<file path="src/rtl/pmix_ram.sv">
`default_nettype none
// ----------------------------------------------------------------------------
// pmix_ram - generic synchronous RAM
// One write port, one read port, read data registered.
// ----------------------------------------------------------------------------
module pmix_ram #(
  parameter int WIDTH = 16,
  parameter int DEPTH = 256,
  localparam int AW   = (DEPTH > 1) ? $clog2(DEPTH) : 1
) (
  input  logic             clk,
  input  logic             we,
  input  logic [AW-1:0]    waddr,
  input  logic [WIDTH-1:0] wdata,
  input  logic [AW-1:0]    raddr,
  output logic [WIDTH-1:0] rdata
);

  logic [WIDTH-1:0] mem [DEPTH];

  always_ff @(posedge clk) begin
    if (we) begin
      mem[waddr] <= wdata;
    end
    rdata <= mem[raddr];
  end

endmodule
`default_nettype wire

</file>
<file path="config.mk">
export PLATFORM = sky130hd
export DESIGN_NAME = pmix_ram
export DESIGN_NICKNAME = d
export VERILOG_FILES = /design/src/rtl/pmix_ram.sv
export SDC_FILE = /design/constraint.sdc
export NUM_CORES = 2
export LEC_CHECK = 0
export BUFFER_PORTS_ARGS = -buffer_cell sky130_fd_sc_hd__buf_4
export CAP_MARGIN = 20
export CORE_MARGIN = 10
export CORE_UTILIZATION = 35
export DETAILED_ROUTE_END_ITERATION = 12
export SLEW_MARGIN = 20
export SYNTH_ARGS = -nofsm -noshare
export SYNTH_HDL_FRONTEND = slang
export SYNTH_SLANG_ARGS = --single-unit
</file>
<file path="constraint.sdc">
create_clock -name clk -period 3.3 [get_ports clk]
set_clock_uncertainty 0.1 [all_clocks]
set_input_delay 0.66 -clock clk [delete_from_list [all_inputs] [get_ports clk]]
set_output_delay 0.66 -clock clk [all_outputs]
set_load 0.03 [all_outputs]
</file>
After elaboration in Yosys (flattened, before gate mapping)
Memories as Yosys holds them, arrays and structs flattened. A register that Yosys moved wholly into a read port is not among the register bits.
Cells that the tools add are included.
- mux-type cells: 2
- operator list (cell ; count):
    1-bit 2-to-1 mux ; 2
- flip-flop bits (word level): 0
- bits in writable memories: 4096
- input port bits: 34
- word-level logic and storage cells: 3
- memories: 1
- memory list (memory ; depth ; width ; read ports ; clocked after memory_dff ; wr ports ; line ; source):
    mem ; 256 ; 16 ; 1 ; 1 ; 1 ; 19 ; logic [WIDTH-1:0] mem [DEPTH];

Depth between registers and ports, before layout
- depth in word-level cells: 2
- gate-level depth with buffers: 12
- depth with buffers taken out: 6

Worst setup path after synthesis
No wires, ideal clock.
- path type: input to register
- start point: input port waddr[3]
- end point: memory mem[235][0] (enable)
- data arrival time: 2437 ps
- required time: 2812 ps
- setup slack: 375 ps
- stages: 6
- cell sequence: clkbuf_1 > nor2b_1 > clkbuf_1 > nand4_1 > clkbuf_1 > nor2_1
- RTL lines (what ; line ; source):
    start, declared ; 13 ; input logic [AW-1:0] waddr,
    end, declared ; 19 ;
Straight into the memory's write port.

==> impl_summary.md <==
Final layout
The final net count is ~8.4k. The final-layout fill cell count is a little under 40k. The layout-stage area growth over the synthesis result is 17.1%. Of the cells placed in the final design, the portion with a size suffix greater than 1 is 0.295. The leading cell type in the layout, fill and taps excluded is sky130_fd_sc_hd__edfxtp_1. The area occupied by registers is 0.123 sq mm.

The multi-input combinational cell area is approximately 0.033 sq mm. In the layout the commonest cells are sky130_fd_sc_hd__edfxtp_1 (4096), sky130_fd_sc_hd__buf_4 (906), sky130_fd_sc_hd__mux4_2 (797). The fraction of the core area covered by cells at the end of the flow is 0.411.

Setup path
The sort of element at the end of the critical path is a flop. The peak fanout along the critical path is 16. The critical path is of the in2reg type. The required time at the endpoint of the critical path is roughly 4.0 ns. The data arrival time of the critical path is slightly above 4 ns. The type of element launching the critical path is a primary input.

Global route
The global-route usage over all layers is 0.178. The via count of the first global-routing pass is 81.1k. The initial antenna violation count is 31. The remaining global-route overflow is 0. The largest net degree at the start of global routing is 93.

The first global-routing pass estimated about 620000 um of wire.

Power and ir drop
VDD sags by at most 0.505 mV. The power after layout is between 0.1 and 0.15 W. Power spread over the standard cell area amounts to slightly below 600 mW/mm^2. The cell leakage power is a little under 60 nW.

Timing
The measured slew at the worst slew-check pin is roughly 1.1 ns. The minimum period implied by the final worst setup slack is 3.31 ns. Setup violations remaining at the end of the flow were counted as 1. The setup slack of the critical path after layout is -0.0120 ns.

Timing would allow up to between 300 and 400 MHz. Measured against its own limit, the worst slew margin works out to 0.290. The number of hold-slack violations in the final timing report was 0. The final count of pins violating max slew is 0. In the finished design, the share of the clock period the worst path needs comes to 1.00. Setup repair after global routing left no endpoint under its margin.

The setup TNS is -0.0120 ns.

Die
The die is 693 um tall. Pin placement for this block handled 50 I/O pins. The die covers 0.481 sq mm. In this run the core area contains roughly 250 standard-cell rows.

The region available for standard cell placement spans approximately 0.45 sq mm. The effective utilization at floorplan is 0.351. Measured along the x axis, the die boundary spans roughly 690 um.

CTS
The count of instances resized after the clock tree is built is 0. The clock transition time at the flip-flop clock pins of the worst setup and hold paths is 0.06 ns. The number of clock sinks is 4112.

The TritonCTS clock tree is done. In this run the clock root is driven by a sky130_fd_sc_hd__clkbuf_16. The insertion delay of the later-clocked pin in the worst-skew pair is around 0.96 ns.

The number of setup buffers added after CTS is 0. The clock tree synthesis step divided the H-tree into 5 levels. In this run the deepest clock path goes through 4 buffers. The clock buffer count from CTS is around 400. After clock tree synthesis, the flow added hold-fix buffers numbering 0.

Synthesis
Summed over all instances, the cell type with the most area after synthesis is sky130_fd_sc_hd__edfxtp_1. The synthesized netlist contains 52 unique library cells. Sorting the synthesized cells by area gives the leading types as sky130_fd_sc_hd__edfxtp_1 (77%), sky130_fd_sc_hd__mux4_2 (11%), sky130_fd_sc_hd__mux2i_1 (3.6%). The proportion of synthesized chip area in sequential cells is 0.777. The number of nets handed over by synthesis was ~7.4k.

The gate count of the mapped netlist is 7360. The Yosys step of the flow raised 0 warnings. For this run, the leading register cell type out of synthesis is sky130_fd_sc_hd__edfxtp_1. Counting flops with a built-in enable in the synthesized netlist gives between 4k and 5k.

In this run the cell area of the synthesized design comes to between 0.15 and 0.2 sq mm. Counting flops with an async set or reset pin after synthesis yields a share of 0. The mean instance size in the synthesized netlist is 21.6 sq um. The share of synthesized area in the top cell type comes to 0.775.

The count of state elements after synthesis is 4112.

Detailed routing
The detailed router placed between 80k and 90k vias in this run. The first routing iteration left approximately 10k violations. In the final routed layout, each cell accounts on average for 30.1 um. The remaining number of nets flagged by the antenna check after routing is 0. The total length of routed wires is around 440000 um.

The number of detailed-route iterations in the first pass is 6. The average vias per placed instance is 5.53. After detailed routing, the number of remaining DRC violations is 0.

Placed design
The half-perimeter wire length after detailed placement is 281000 um. The number of buffers inserted by port buffering is just under 50. The pre-CTS worst setup slack is -0.988 ns. Routability-driven placement finished with a final weighted congestion of between 0.8 and 0.9.

Outcome
The checks that failed: setup timing. The run finished, with violations left.

Job
Max-cap violations in this run came to 0.

Worst hold path
In this run the worst hold path is classified as in2reg.
[flip-flops by register name, summed over array words and instances (netlist names)]
register and flops:
mem 4096, rdata 16
[per-layer routing]
| metal | share of wire | up-vias | track usage | wire (um) |
|---|---|---|---|---|
| li1 | - | 33272 | - | - |
| met1 | 0.40 | 43409 | 0.238 | 175000 |
| met2 | 0.49 | 3660 | 0.294 | 214000 |
| met3 | 0.082 | 705 | 0.0325 | 36300 |
| met4 | 0.036 | 12 | 0.0571 | 15800 |
| met5 | 0.00018 | - | 0 | 80 |
[report_power, final]
| part | total, W | switching, W | leakage (nW) | internal [W] |
|---|---|---|---|---|
| Combinational | 0.00619 | 0.00384 | 16.4 | 0.00234 |
| Sequential | 0.0577 | 0.000148 | 36.9 | 0.0576 |
| Clock | 0.0443 | 0.0193 | 6.04 | 0.0250 |
[metrics by stage]
stage                     cells  hold slack (ns)  instance area [sq um]
after floorplan            7360            0.659                 159000
after global placement    13932            0.929                 173000
after detailed placement  13932            0.947                 173000
after CTS                 14628          0.00779                 186000
after global routing      14630           0.0283                 186000
final                     14647           0.0416                 186000
[cell type report]
| class | count | area share |
|---|---|---|
| Sequential cell | 4112 | 0.664 |
| Timing Repair Buffer | 1048 | 0.0514 |
| Tap cell | 5976 | 0.0402 |
| Clock buffer | 477 | 0.0548 |
| Clock inverter | 219 | 0.0123 |
| Inverter | 4 | 0.000148 |
| Multi-Input combinational cell | 2792 | 0.177 |
| Antenna cell | 19 | 0.000256 |
[cell usage after synthesis, types with 2 or more instances]
master and number:
sky130_fd_sc_hd__a2111oi_0 6, sky130_fd_sc_hd__a211oi_1 18, sky130_fd_sc_hd__a21o_1 2, sky130_fd_sc_hd__a21oi_1 175, sky130_fd_sc_hd__a221oi_1 28, sky130_fd_sc_hd__a22o_1 32
sky130_fd_sc_hd__a22oi_1 43, sky130_fd_sc_hd__a31oi_1 6, sky130_fd_sc_hd__and3_1 11, sky130_fd_sc_hd__and4_1 2, sky130_fd_sc_hd__buf_1 27, sky130_fd_sc_hd__buf_12 5
sky130_fd_sc_hd__buf_2 76, sky130_fd_sc_hd__buf_4 26, sky130_fd_sc_hd__buf_6 77, sky130_fd_sc_hd__buf_8 11, sky130_fd_sc_hd__clkbuf_1 230, sky130_fd_sc_hd__dfxtp_1 16
sky130_fd_sc_hd__edfxtp_1 4096, sky130_fd_sc_hd__inv_1 3, sky130_fd_sc_hd__mux2_2 88, sky130_fd_sc_hd__mux2i_1 565, sky130_fd_sc_hd__mux4_2 797, sky130_fd_sc_hd__nand2_1 38
sky130_fd_sc_hd__nand2b_1 3, sky130_fd_sc_hd__nand3_1 35, sky130_fd_sc_hd__nand4_1 26, sky130_fd_sc_hd__nand4b_1 3, sky130_fd_sc_hd__nor2_1 304, sky130_fd_sc_hd__nor2b_1 9
sky130_fd_sc_hd__nor3_1 92, sky130_fd_sc_hd__nor4_1 17, sky130_fd_sc_hd__nor4bb_1 2, sky130_fd_sc_hd__o21ai_0 37, sky130_fd_sc_hd__o221ai_1 252, sky130_fd_sc_hd__o22ai_1 148
sky130_fd_sc_hd__o31ai_1 16, sky130_fd_sc_hd__o32ai_1 20, sky130_fd_sc_hd__or2_2 4, sky130_fd_sc_hd__or3_1 2
[cells by family (layout without fill, tap and decap cells)]
logic type	after synthesis	count (layout)	synth area share
flip-flops	4112	4112	0.777
multiplexers	1450	1450	0.155
AO/OA/AOI/OAI	786	786	0.0354
AND/OR/NAND/NOR	556	556	0.0157
buffers and inverters	456	1748	0.0169
other	0	19	0
[critical path, cell delays in order]
cell and delay (ns):
sky130_fd_sc_hd__buf_16 0.15, sky130_fd_sc_hd__buf_12 0.19, sky130_fd_sc_hd__buf_12 0.19, sky130_fd_sc_hd__mux4_2 0.50, sky130_fd_sc_hd__mux2_2 0.32, sky130_fd_sc_hd__a221oi_1 0.50
sky130_fd_sc_hd__buf_4 0.20, sky130_fd_sc_hd__o31ai_1 0.16, sky130_fd_sc_hd__buf_4 0.20, sky130_fd_sc_hd__o32ai_1 0.49, sky130_fd_sc_hd__nor4_1 0.22, sky130_fd_sc_hd__buf_4 0.20
[final timing paths]
kind | slack [ns] | cells past startpoint | endpoint | startpoint
max | -0.01 | 12 | rdata[1] | raddr[0]
min | 0.04 | 1 | mem[75][2] | wdata[2]
max reg2reg | 0.03 | 9 | rdata[1] | mem[131][1]
min reg2reg | 0.96 | 6 | rdata[2] | mem[216][2]
Power figures use the tool's default switching activity.
