$ cat src/rtl/pmix_pkg.sv
`default_nettype none
// ----------------------------------------------------------------------------
// pmix_pkg - shared types, constants and arithmetic for the pan mixer
// Voice entry layout, command and state codes, fold divider by 127 and
// 16-bit saturation.
// ----------------------------------------------------------------------------
package pmix_pkg;

  localparam int VOICES       = 8;
  localparam int SAMPLE_DEPTH = 65536;   // power of two, addresses wrap

  localparam int VOICE_AW = (VOICES > 1) ? $clog2(VOICES) : 1;
  localparam int SAMP_AW  = $clog2(SAMPLE_DEPTH);

  localparam logic [VOICE_AW-1:0] LAST_VOICE = VOICE_AW'(VOICES - 1);

  localparam logic [7:0]         SEP_MAX  = 8'd254;
  localparam logic [7:0]         FOLD_LIM = 8'd127;
  localparam logic signed [17:0] SAT_MAX  = 18'sd32767;
  localparam logic signed [17:0] SAT_MIN  = -18'sd32768;

  typedef enum logic [2:0] {
    CMD_WRITE  = 3'd0,
    CMD_START  = 3'd1,
    CMD_PARAMS = 3'd2,
    CMD_STOP   = 3'd3,
    CMD_TICK   = 3'd4
  } cmd_e;

  typedef enum logic [2:0] {
    ST_IDLE,
    ST_PREP,
    ST_APPLY,
    ST_TICK,
    ST_DRAIN
  } state_e;

  // gains are stored pre-divided by 254
  typedef struct packed {
    logic [6:0]  gain_l;
    logic [6:0]  gain_r;
    logic [15:0] pos;
    logic [15:0] len;
    logic [15:0] base;
  } voice_ent_t;

  typedef struct packed {
    logic       vld;
    logic       last;
    logic       act;
    logic [6:0] gain_l;
    logic [6:0] gain_r;
  } scale_in_t;

  // floor(m/127): m = 128a + b gives m/127 = a + (a+b)/127, folded three times
  function automatic logic [15:0] div127(input logic [21:0] m);
    logic [14:0] a1;
    logic [15:0] n1;
    logic [8:0]  a2;
    logic [9:0]  n2;
    logic [2:0]  a3;
    logic [7:0]  n3;
    logic [15:0] q;
    a1 = m[21:7];
    n1 = {1'b0, a1} + {9'd0, m[6:0]};
    a2 = n1[15:7];
    n2 = {1'b0, a2} + {3'd0, n1[6:0]};
    a3 = n2[9:7];
    n3 = {5'd0, a3} + {1'b0, n2[6:0]};
    q  = {1'b0, a1} + {7'd0, a2} + {13'd0, a3} + {15'd0, (n3 >= FOLD_LIM)};
    return q;
  endfunction

  // signed divide by 127, truncating toward zero
  function automatic logic signed [16:0] sdiv127(input logic signed [23:0] p);
    logic [23:0] mag;
    logic [15:0] q;
    mag = p[23] ? 24'(-p) : 24'(p);
    q   = div127(mag[21:0]);
    return p[23] ? -$signed({1'b0, q}) : $signed({1'b0, q});
  endfunction

  function automatic logic signed [15:0] sat16(input logic signed [17:0] x);
    logic signed [15:0] r;
    if (x > SAT_MAX) begin
      r = 16'sh7fff;
    end else if (x < SAT_MIN) begin
      r = -16'sh8000;
    end else begin
      r = x[15:0];
    end
    return r;
  endfunction

endpackage
`default_nettype wire

$ cat src/rtl/pmix_scale.sv
`default_nettype none
// ----------------------------------------------------------------------------
// pmix_scale - per-voice scaling and stereo accumulation
// Multiply by gain, divide by 127 toward zero, saturating add per side;
// issues the tick result after the last voice beat.
// ----------------------------------------------------------------------------
module pmix_scale (
  input  logic                clk,
  input  logic                rst,
  input  pmix_pkg::scale_in_t in_s,
  input  logic signed [15:0]  sample,
  input  logic                clear,
  input  logic [7:0]          mask_in,
  output logic                fin,
  output logic                done,
  output logic signed [15:0]  left_out,
  output logic signed [15:0]  right_out,
  output logic [7:0]          active_mask
);

  import pmix_pkg::*;

  logic signed [23:0] prod_l, prod_r;
  logic               a_vld, a_last, a_act;
  logic signed [23:0] a_pl, a_pr;
  logic               b_vld, b_last, b_act;
  logic signed [16:0] b_ql, b_qr;
  logic signed [15:0] acc_l, acc_r;
  logic signed [17:0] sum_l, sum_r;

  assign prod_l = sample * $signed({1'b0, in_s.gain_l});
  assign prod_r = sample * $signed({1'b0, in_s.gain_r});

  always_ff @(posedge clk) begin
    if (rst) begin
      a_vld <= 1'b0;
      b_vld <= 1'b0;
    end else begin
      a_vld <= in_s.vld;
      b_vld <= a_vld;
    end
  end

  always_ff @(posedge clk) begin
    a_last <= in_s.last;
    a_act  <= in_s.act;
    a_pl   <= prod_l;
    a_pr   <= prod_r;
    b_last <= a_last;
    b_act  <= a_act;
    b_ql   <= sdiv127(a_pl);
    b_qr   <= sdiv127(a_pr);
  end

  // inactive voices add nothing
  assign sum_l = 18'(acc_l) + (b_act ? 18'(b_ql) : 18'sd0);
  assign sum_r = 18'(acc_r) + (b_act ? 18'(b_qr) : 18'sd0);
  assign fin   = b_vld && b_last;

  always_ff @(posedge clk) begin
    if (clear) begin
      acc_l <= '0;
      acc_r <= '0;
    end else if (b_vld) begin
      acc_l <= sat16(sum_l);
      acc_r <= sat16(sum_r);
    end
  end

  always_ff @(posedge clk) begin
    if (rst) begin
      done <= 1'b0;
    end else begin
      done <= fin;
    end
  end

  always_ff @(posedge clk) begin
    if (fin) begin
      left_out    <= sat16(sum_l);
      right_out   <= sat16(sum_r);
      active_mask <= mask_in;
    end
  end

endmodule
`default_nettype wire

$ cat config.mk
export PLATFORM = sky130hd
export DESIGN_NAME = pmix_scale
export DESIGN_NICKNAME = d
export VERILOG_FILES = /design/src/rtl/pmix_pkg.sv /design/src/rtl/pmix_scale.sv
export SDC_FILE = /design/constraint.sdc
export NUM_CORES = 1
export LEC_CHECK = 0
export BUFFER_PORTS_ARGS = -buffer_cell sky130_fd_sc_hd__buf_2
export CAP_MARGIN = 5
export CORE_MARGIN = 8
export CORE_UTILIZATION = 55
export DETAILED_ROUTE_END_ITERATION = 10
export PLACE_DENSITY_LB_ADDON = 0.25
export SYNTH_ARGS = -nofsm -noshare
export SYNTH_HDL_FRONTEND = slang
export SYNTH_SLANG_ARGS = --single-unit
$ cat constraint.sdc
create_clock -name clk -period 14.42 [get_ports clk]
set_input_delay 2.884 -clock clk [delete_from_list [all_inputs] [get_ports clk]]
set_output_delay 2.884 -clock clk [all_outputs]
set_load 0.05 [all_outputs]
== Yosys cells after proc, flatten, opt, wreduce, memory -nomap -nowiden ==
Index checks and enable logic that the tools add are counted.
Storage, ports and cells
  bits in registers: 161
  logic and storage cells: 55
  input port bits: 44
Cells by class
  multiplexer cells: 10
  add/sub/neg operators: 18
  $lt $le $gt $ge: 6
  reduce and logical (&&, ||, !) cells: 1
  multiply operators: 2
Operator list (count)
  16-bit two-way mux: 6
  16-bit by 8-bit multiplier with 24-bit output: 2
  22-bit two-way mux: 2
  22-bit negator: 2
  16-bit by 18-bit adder with 18-bit output: 2
  18-bit by 16-bit > comparator with 1-bit output, second input constant: 2
  18-bit by 16-bit less-than comparator with 1-bit output, second input constant: 2
  18-bit two-way mux: 2
  16-bit negator with 17-bit output: 2
  15-bit by 7-bit adder with 16-bit output: 2
  15-bit by 9-bit adder with 16-bit output: 2
  16-bit by 1-bit adder with 16-bit output: 2
  16-bit by 3-bit adder with 16-bit output: 2
  9-bit by 7-bit adder with 10-bit output: 2
  3-bit by 7-bit adder with 8-bit output: 2
  8-bit by 7-bit >= comparator with 1-bit output, second input constant: 2
  1-bit logical AND: 1

== Depth between registers and ports, before layout ==
Gate-level depths: netlist of the first run.
  depth in word-level cells: 9
  mapped depth: 40
  gate-level depth less buffers: 40

== Least setup slack after synthesis of the first run ==
Ideal clock, no wire load.
  kind: reg2reg
  start point: register a_pl[2]
  end point: register b_ql[14]
  arrival: 8.830 ns
  buffers on the path: 0
  required time: 14.295 ns
  period minus slack after synthesis: 8.955 ns
  cell stages (with the launch flop): 39
  slack: 5.465 ns
  cell sequence: dfxtp_1 -> nor3_1 -> nand2_1 -> o31ai_1 -> xnor2_1 -> ha_1 -> fa_1 -> a21o_1 -> a21oi_1 -> o21ai_0 -> a21oi_1 -> nor2_1 -> xor2_1 -> ha_1 -> a21o_1 -> a21oi_1 -> nor2b_1 -> o21a_1 -> [3 not listed] -> inv_1 -> fa_1 -> xor2_1 -> nor3b_1 -> o311ai_0 -> a2111oi_0 -> fa_1 -> ha_1 -> fa_1 -> a21o_1 -> a21oi_1 -> xnor2_1 -> or2_2 -> or2_2 -> nor3_1 -> nand3_1 -> o31ai_1 -> xnor2_1
Between the ends
  word-level cells in the longest chain between the ends: 9
Ends and longest elaborated chain
  start: declaration: line pmix_scale.sv:25  | logic signed [23:0] a_pl, a_pr;
  start signal: assignment: line pmix_scale.sv:47  | a_pl <= prod_l;
  22-bit negator: line pmix_pkg.sv:78  | mag = p[23] ? 24'(-p) : 24'(p);
  22-bit two-way mux *: line pmix_pkg.sv:78
  15-bit by 7-bit adder with 16-bit output: line pmix_pkg.sv:65  | n1 = {1'b0, a1} + {9'd0, m[6:0]};
  9-bit by 7-bit adder with 10-bit output: line pmix_pkg.sv:67  | n2 = {1'b0, a2} + {3'd0, n1[6:0]};
  3-bit by 7-bit adder with 8-bit output: line pmix_pkg.sv:69  | n3 = {5'd0, a3} + {1'b0, n2[6:0]};
  8-bit by 7-bit >= comparator with 1-bit output: line pmix_pkg.sv:70  | q = {1'b0, a1} + {7'd0, a2} + {13'd0, a3} + {15'd0, (n3 >= FOLD_LIM)};
  16-bit by 1-bit adder with 16-bit output *: line pmix_pkg.sv:70
  16-bit negator with 17-bit output: line pmix_pkg.sv:80  | return p[23] ? -$signed({1'b0, q}) : $signed({1'b0, q});
  16-bit two-way mux *: line pmix_pkg.sv:80
  end signal: assignment: line pmix_scale.sv:51  | b_ql <= sdiv127(a_pl);
  end: declaration: line pmix_scale.sv:27  | logic signed [16:0] b_ql, b_qr;
Every way passes the cells marked *; elsewhere a longest branch is shown, timed or not.
A chain may end at the register's enable or synchronous reset.

== Final worst setup path of the first run ==
Same ends and word-level chain as after synthesis.

==> results.ini, run 1 <==
[global_routing]
grt_max_degree=42
grt_usage=0.201
grt_pass1_vias=15000
grt_pass1_wl_um=70500
antenna_found_initial=2
gr-total-overflow=0

[floorplanning]
io_pins=86
coreArea_sq_um=34300
dieArea_sq_um=40800
die_w_um=202
fp.dieH_um=202
rows=68
initial_core_util=0.555

[timing]
setup_viol_count_final=0
worst_pin_slew_ns=1.02
hold_violations=0
drv_slew=0
max_freq_mhz=98.5
grt_setup_unrepaired=false
finClkSkew_ns=0.0143
relSlewSlack=0.316
finalCritPeriodShare=0.704
setup_tns_ns=0
period_minus_slack_ns=10.15

[setup_path]
r2r_cells=38
slowest_delay_ns=0.60
cp.arrival_ns=10.46
crit_type=reg2reg
cp.required_ns=14.73
reg2reg_setup_slack_ns=4.27
critical-path-slowest-cell=a2111oi_0
cp-start-kind=flop
crit_fanout=6
r2r_start=a_pl[2]$_DFF_P_
end_kind=flop
r2r_end=b_ql[14]$_DFF_P_

[synth]
synth_area_leaders=fa_1 20%, ha_1 13%, dfxtp_1 13%
seq_area_frac_synth=0.188
yosys_register_bits=159
syn_inst=2148
yosys_warnings=0
synth_edf_count=40
async_reset_ff_frac=0
post-synth-top-area-cell=fa_1
synth.distinct_cells=70
syn_avg_cell_area_sq_um=8.86
synth_top_area_frac=0.198
synth_nets=2582
synthesis.area_sq_um=19000
synth_flop_cell=dfxtp_1

[clock_network]
cts_root_buf=clkbuf_16
postCtsSetupRepairBufs=0
path_clk_slew_ns=0.06
cts_buffers=17
cts_tree=done
hold_buffers=0
cts_resized=0
clock_sinks=159
htree_levels=4
clock_latency_ns=0.43
ctsLongestPathBuffers=2

[routing]
dr.pass1.iters=5
wl_um=40900
vias=14700
wire_per_inst_um=15.3
drtIter0Drc=796
via_per_inst=5.51
drc_errors=0
antenna_left=0

[placed_design]
hpwl_um=33500
gp_congestion=0.940
port_buffers=85

[layout]
nFillCells=2980
multi_input_area_sq_um=14100
final_layout_size_suffix_gt1_frac=0.0699
areaGrowthSynthToFinish_pct=7.84
fin_nets=2637
regArea_sq_um=3580
final_common_cell=inv_1
layout_common_cells=292 x inv_1, 209 x and2_1, 202 x ha_1, 188 x fa_1, 163 x nand2_1

[hold_path]
min_to=b_act$_DFF_P_
hp-start=a_act$_DFF_P_
holdPathStages=0
hp-class=reg2reg

[status]
status=finished clean

[flow_run]
cap_viol_max_count=0

logic make-up after synthesis:
| group | Yosys count | synth area share |
|---|---|---|
| adders and majority gates | 390 | 0.331 |
| AOI/OAI and AO/OA | 398 | 0.138 |
| muxes | 1 | 0.000592 |
| DFF | 159 | 0.188 |
| xor gates and xnor gates | 204 | 0.0939 |
| buffers and inverters | 352 | 0.0694 |
| and+or+nand+nor | 644 | 0.180 |
area by class of cell:
type | instances | share of cell area
clock buffer | 18 | 0.0209
multi-input combinational | 1637 | 0.689
antenna | 2 | 0.000244
timing repair buffer | 95 | 0.0244
clock inverter | 14 | 0.00939
sequential | 159 | 0.175
tap | 455 | 0.0277
inverter | 293 | 0.0536
Yosys cell counts (4+ instances only):
cell / n
inv_1: 292
and2_1: 210
ha_1: 202
fa_1: 188
nand2_1: 163
xnor2_1: 145
dfxtp_1: 119
o21ai_0: 100
a21oi_1: 81
nor2_1: 81
xor2_1: 59
clkbuf_1: 58
edfxtp_1: 40
a21o_1: 38
o211ai_1: 35
nor3_1: 34
nand3_1: 33
nand2b_1: 27
o31ai_1: 22
nor2b_1: 21
o21bai_1: 20
a211oi_1: 15
o41ai_1: 15
o21a_1: 14
and3_1: 12
a31oi_1: 11
or2_2: 11
nor4_1: 8
or3_1: 8
nand4_1: 6
a21boi_0: 5
or4_1: 5
a211o_1: 4
o2111ai_1: 4
o22ai_1: 4
state kept, by name, summed over array words and instances (netlist names):
name,count
right_out,16
b_vld,1
b_qr,17
a_vld,1
a_last,1
acc_l,16
a_pr,23
active_mask,8
a_act,1
b_ql,17
left_out,16
b_last,1
done,1
b_act,1
a_pl,23
acc_r,16
per-layer routing:
layer,global-route usage,routed length [um],vias up
met4,0.0488,581,0
met3,0.0239,1790,46
met1,0.269,19200,7080
li1,-,-,7261
met2,0.342,19300,329
met5,0,0,-
critical path, delay by kind of cell (launching register included):
| family | cells | cell delay, ns |
|---|---|---|
| and+or+nand+nor | 9 | 2.08 |
| DFF | 1 | 0.35 |
| AOI/OAI and AO/OA | 14 | 3.65 |
| buffers and inverters | 1 | 0.05 |
| adders and majority gates | 8 | 2.76 |
| xor gates and xnor gates | 6 | 1.15 |
worst max-delay path by stage:
stage	slack [ns]	from	end
floorplan	5.47	a_pl[2]$_DFF_P_	b_ql[14]$_DFF_P_
global placement	4.61	a_pl[2]$_DFF_P_	b_ql[14]$_DFF_P_
detailed placement	4.32	a_pl[2]$_DFF_P_	b_ql[14]$_DFF_P_
CTS	4.27	a_pl[2]$_DFF_P_	b_ql[14]$_DFF_P_
global route	3.44	a_pl[2]$_DFF_P_	b_ql[14]$_DFF_P_
finish	4.27	a_pl[2]$_DFF_P_	b_ql[14]$_DFF_P_
stage by stage:
stage          cells  hold WS, ns  instance area [sq um]  setup WS, ns   util
2_1_floorplan   2148        0.310                  19000          5.47      -
3_3_place_gp    2638        0.315                  19900          4.61  0.580
3_5_place_dp    2638        0.315                  19900          4.32  0.580
4_1_cts         2670        0.333                  20500          4.27  0.598
5_1_grt         2673        0.336                  20500          3.44  0.598
6_report        2673        0.333                  20500          4.27  0.598
Power of run 1 is not shown: default switching activity piles up to over one toggle a cycle in this logic, so the estimate is an artifact.
==> run 2: changes to the inputs <==
Clock period 14.42 ns to 8.6 ns, I/O delays scaled along.
==> results.ini, run 2 (synthesis gave the netlist of run 1 again) <==
[layout]
final_common_cell=inv_1  ; unchanged
areaGrowthSynthToFinish_pct=18.0  ; was 7.84%
multi_input_area_sq_um=14900  ; was 14,100 sq um
fin_nets=2782  ; was 2,637
nFillCells=2732  ; was 2,980
layout_common_cells=292 x inv_1, 208 x and2_1, 190 x ha_1, 180 x fa_1, 159 x nand2_1  ; was 292 x inv_1, 209 x and2_1, 202 x ha_1, 188 x fa_1, 163 x nand2_1
regArea_sq_um=3600  ; was 3580 sq um
postLayoutCoreUtil=0.655  ; was 0.598
top_regs=a_pl: 23 flops, a_pr: 23 flops  ; unchanged
final_layout_size_suffix_gt1_frac=0.181  ; was 0.0699

[routing]
dr.pass1.iters=5  ; unchanged
antenna_left=0  ; unchanged
vias=15400  ; was 14,700
via_per_inst=5.48  ; was 5.51
wl_um=43200  ; was 40,900 um
wire_per_inst_um=15.3  ; about the same
drtIter0Drc=797  ; was 796
drc_errors=0  ; unchanged

[setup_path]
crit_fanout=6  ; unchanged
cp.arrival_ns=8.79  ; was 10.46 ns
slowest_delay_ns=0.46  ; was 0.60 ns
cp.required_ns=8.93  ; was 14.73 ns
end_kind=flop  ; unchanged
crit_type=reg2reg  ; unchanged
cp-start-kind=flop  ; unchanged
r2r_cells=41  ; was 38
critical-path-slowest-cell=fa_1  ; was a2111oi_0

[floorplanning]
initial_core_util=0.555  ; unchanged
coreArea_sq_um=34300  ; unchanged
fp.dieH_um=202  ; unchanged
rows=68  ; unchanged
dieArea_sq_um=40800  ; unchanged
io_pins=86  ; unchanged
die_w_um=202  ; unchanged

[placed_design]
hpwl_um=34100  ; was 33,500 um
gp_congestion=0.899  ; was 0.940
port_buffers=85  ; unchanged

[global_routing]
grt_pass1_vias=15600  ; was 15,000
antenna_found_initial=3  ; was 2
gr-total-overflow=0  ; unchanged
grt_pass1_wl_um=72100  ; was 70,500 um
grt_usage=0.206  ; was 0.201
grt_max_degree=43  ; was 42

[timing]
grt_setup_unrepaired=true  ; was false
setup_viol_count_final=0  ; unchanged
whs_ns=0.345  ; was 0.333 ns
max_freq_mhz=118  ; was 98.5 MHz
drv_slew=0  ; unchanged
hold_violations=0  ; unchanged
setup_tns_ns=0  ; unchanged
relSlewSlack=0.138  ; was 0.316
finalCritPeriodShare=0.983  ; was 0.704
worst_pin_slew_ns=1.29  ; was 1.02 ns
period_minus_slack_ns=8.45  ; was 10.15 ns
finClkSkew_ns=0.0171  ; was 0.0143 ns

[clock_network]
cts_tree=done  ; unchanged
clock_sinks=159  ; unchanged
hold_buffers=0  ; unchanged
path_clk_slew_ns=0.07  ; was 0.06 ns
clock_latency_ns=0.43  ; about the same
htree_levels=4  ; unchanged
cts_root_buf=clkbuf_16  ; unchanged
ctsLongestPathBuffers=2  ; unchanged
cts_buffers=17  ; unchanged

[hold_path]
hp-class=reg2reg  ; unchanged
holdPathStages=0  ; unchanged

[status]
status=finished clean  ; unchanged

[flow_run]
cap_viol_max_count=0  ; unchanged

-- run 2: path summary, 6_finish.rpt --
kind	start	end	slack, ns
worst max-delay path	a_pr[1]$_DFF_P_	b_qr[14]$_DFF_P_	0.15
worst min-delay path	a_last$_DFF_P_	b_last$_DFF_P_	0.34
worst max register to register	a_pr[1]$_DFF_P_	b_qr[14]$_DFF_P_	0.15
worst min register to register	a_last$_DFF_P_	b_last$_DFF_P_	0.34
-- run 2: area by class of cell --
cell class	count	area share
multi-input combinational	1637	0.665
sequential	159	0.160
timing repair buffer	240	0.0720
inverter	293	0.0490
tap	455	0.0254
clock buffer	18	0.0196
clock inverter	14	0.00858
antenna	3	0.000334
-- run 2: metal layers --
metal,global-route usage,vias to the layer above,wire (um)
li1,-,7546,-
met1,0.266,7461,19500
met2,0.356,364,21200
met3,0.0251,66,1760
met4,0.0624,0,859
met5,0,-,0
-- run 2: stage by stage --
step                      worst slack (ns)  std cells  area [sq um]
final                                0.145       2819         22500
after global routing                -0.338       2819         22500
after global placement             -0.0517       2741         20700
after detailed placement            -0.359       2741         20700
after floorplan                     0.0199       2148         19100
after CTS                          0.00612       2781         21600
-- run 2: critical path: cells and delay by family (launching register included) --
kind	cells	cell delay, ns
buffers and inverters	7	0.84
AO/OA/AOI/OAI	12	2.46
flip-flops	1	0.34
adder cells (fa/ha/maj)	8	2.47
XOR/XNOR	6	0.93
AND/OR/NAND/NOR	8	1.29
-- run 2: timing repair --
| action | CTS | global route |
|---|---|---|
| setup endpoints to repair | 16 | 23 |
| buffers inserted | 8 | 35 |
| pin swaps | 14 | 81 |
| gates resized for setup | 35 | 132 |
Power of run 2 is left out for the same reason.
==> run 3: changes to the inputs <==
Settings changed: BUFFER_PORTS_ARGS -buffer_cell sky130_fd_sc_hd__buf_2 to -buffer_cell sky130_fd_sc_hd__clkbuf_2.
==> results.ini, run 3 (synthesis gave the netlist of run 1 again) <==
[setup_path]
cp-start-kind=flop  ; unchanged
cp.required_ns=8.95  ; was 8.93 ns
r2r_start=a_pr[9]$_DFF_P_  ; was a_pr[1]$_DFF_P_
r2r_end=b_qr[13]$_DFF_P_  ; was b_qr[14]$_DFF_P_
crit_buf_inv=1  ; was 7
cp.arrival_ns=9.05  ; was 8.79 ns
reg2reg_setup_slack_ns=-0.10  ; was 0.15 ns
crit_type=reg2reg  ; unchanged
r2r_cells=36  ; was 41
crit_fanout=4  ; was 6
slowest_delay_ns=0.57  ; was 0.46 ns
end_kind=flop  ; unchanged
path_delay_family=compound AO/OA/AOI/OAI gates  ; was adder cells
critical-path-slowest-cell=or4_4  ; was fa_1

[layout]
areaGrowthSynthToFinish_pct=18.9  ; was 18.0%
final_layout_size_suffix_gt1_frac=0.191  ; was 0.181
fin_nets=2792  ; was 2,782
top_regs=a_pl: 23 flops, a_pr: 23 flops  ; unchanged
layout_common_cells=289 x inv_1, 208 x and2_1, 186 x ha_1, 181 x fa_1, 160 x buf_4  ; was 292 x inv_1, 208 x and2_1, 190 x ha_1, 180 x fa_1, 159 x nand2_1
final_common_cell=inv_1  ; unchanged

[timing]
hold_violations=0  ; unchanged
finClkSkew_ns=0.0147  ; was 0.0171 ns
setup_ws_ns=-0.103  ; was 0.145 ns
grt_setup_unrepaired=true  ; unchanged
setup_viol_count_final=4  ; was 0
setup_tns_ns=-0.387  ; was 0 ns
relSlewSlack=0.177  ; was 0.138
finalCritPeriodShare=1.01  ; was 0.983
period_minus_slack_ns=8.70  ; was 8.45 ns
max_freq_mhz=115  ; was 118 MHz
worst_pin_slew_ns=1.23  ; was 1.29 ns
drv_slew=0  ; unchanged

[floorplanning]
io_pins=86  ; unchanged
dieArea_sq_um=40800  ; unchanged
fp.dieH_um=202  ; unchanged
initial_core_util=0.555  ; unchanged
die_w_um=202  ; unchanged
coreArea_sq_um=34300  ; unchanged
rows=68  ; unchanged

[global_routing]
grt_pass1_wl_um=73400  ; was 72,100 um
grt_usage=0.210  ; was 0.206
gr-total-overflow=0  ; unchanged
grt_max_degree=43  ; unchanged
grt_pass1_vias=15800  ; was 15,600
antenna_found_initial=3  ; unchanged

[routing]
dr.pass1.iters=6  ; was 5
wl_um=44800  ; was 43,200 um
vias=15500  ; was 15,400
antenna_left=0  ; unchanged
wire_per_inst_um=15.8  ; was 15.3 um
via_per_inst=5.49  ; was 5.48
drc_errors=0  ; unchanged
drtIter0Drc=700  ; was 797

[placed_design]
hpwl_um=34400  ; was 34,100 um
port_buffers=85  ; unchanged
gp_congestion=0.895  ; was 0.899

[flow_run]
cap_viol_max_count=0  ; unchanged

[clock_network]
hold_buffers=0  ; unchanged
path_clk_slew_ns=0.07  ; about the same
ctsLongestPathBuffers=2  ; unchanged
clock_latency_ns=0.43  ; about the same
cts_root_buf=clkbuf_16  ; unchanged
cts_buffers=17  ; unchanged
htree_levels=4  ; unchanged
clock_sinks=159  ; unchanged
cts_tree=done  ; unchanged

[hold_path]
hp-class=reg2reg  ; unchanged
hp-start=a_act$_DFF_P_  ; was a_last$_DFF_P_
holdPathStages=0  ; unchanged
min_to=b_act$_DFF_P_  ; was b_last$_DFF_P_

[status]
violations=setup timing
status=finished with violations  ; was finished clean

-- run 3: per-layer routing --
metal	up-vias	global-route usage	part of all wire
li1	7570	-	-
met1	7506	0.274	0.45
met2	381	0.363	0.49
met3	73	0.0290	0.040
met4	0	0.0498	0.019
met5	-	0	0
-- run 3: repair_timing --
item                                    in CTS  in global routing
buffers inserted                            23                 33
pin swaps                                   23                 97
endpoints found under the hold margin        0                  0
endpoints found under the setup margin      18                 23
gates resized for setup                     36                156
-- run 3: worst max-delay path by stage --
stage / startpoint / to / slack, ns / cells past startpoint
floorplan: a_pl[2]$_DFF_P_ / b_ql[14]$_DFF_P_ / 0.02 / 38
global placement: a_pl[0]$_DFF_P_ / b_ql[14]$_DFF_P_ / -0.05 / 40
detailed placement: a_pl[1]$_DFF_P_ / b_ql[14]$_DFF_P_ / -0.37 / 40
CTS: a_pl[3]$_DFF_P_ / b_ql[15]$_DFF_P_ / 0.007 / 39
global route: a_pr[9]$_DFF_P_ / b_qr[14]$_DFF_P_ / -0.41 / 35
finish: a_pr[9]$_DFF_P_ / b_qr[13]$_DFF_P_ / -0.10 / 36
-- run 3: stage by stage --
| step | hold WS, ns | worst slack, ns | area (sq um) | utilization | instances |
|---|---|---|---|---|---|
| 2_1_floorplan | 0.310 | 0.0199 | 19100 | - | 2148 |
| 3_3_place_gp | 0.314 | -0.0537 | 20700 | 0.604 | 2741 |
| 3_5_place_dp | 0.315 | -0.365 | 20700 | 0.604 | 2741 |
| 4_1_cts | 0.334 | 0.00685 | 21700 | 0.632 | 2796 |
| 5_1_grt | 0.352 | -0.413 | 22600 | 0.660 | 2829 |
| 6_report | 0.333 | -0.103 | 22600 | 0.660 | 2829 |
-- run 3: area by class of cell --
cell class,count,area (sq um)
antenna,3,7.51
clock buffer,17,425
clock inverter,15,195
fill,2724,11700
inverter,293,1100
multi-input combinational,1637,15000
sequential,159,3600
tap,455,569
timing repair buffer,250,1680
Power of run 3 is left out for the same reason.
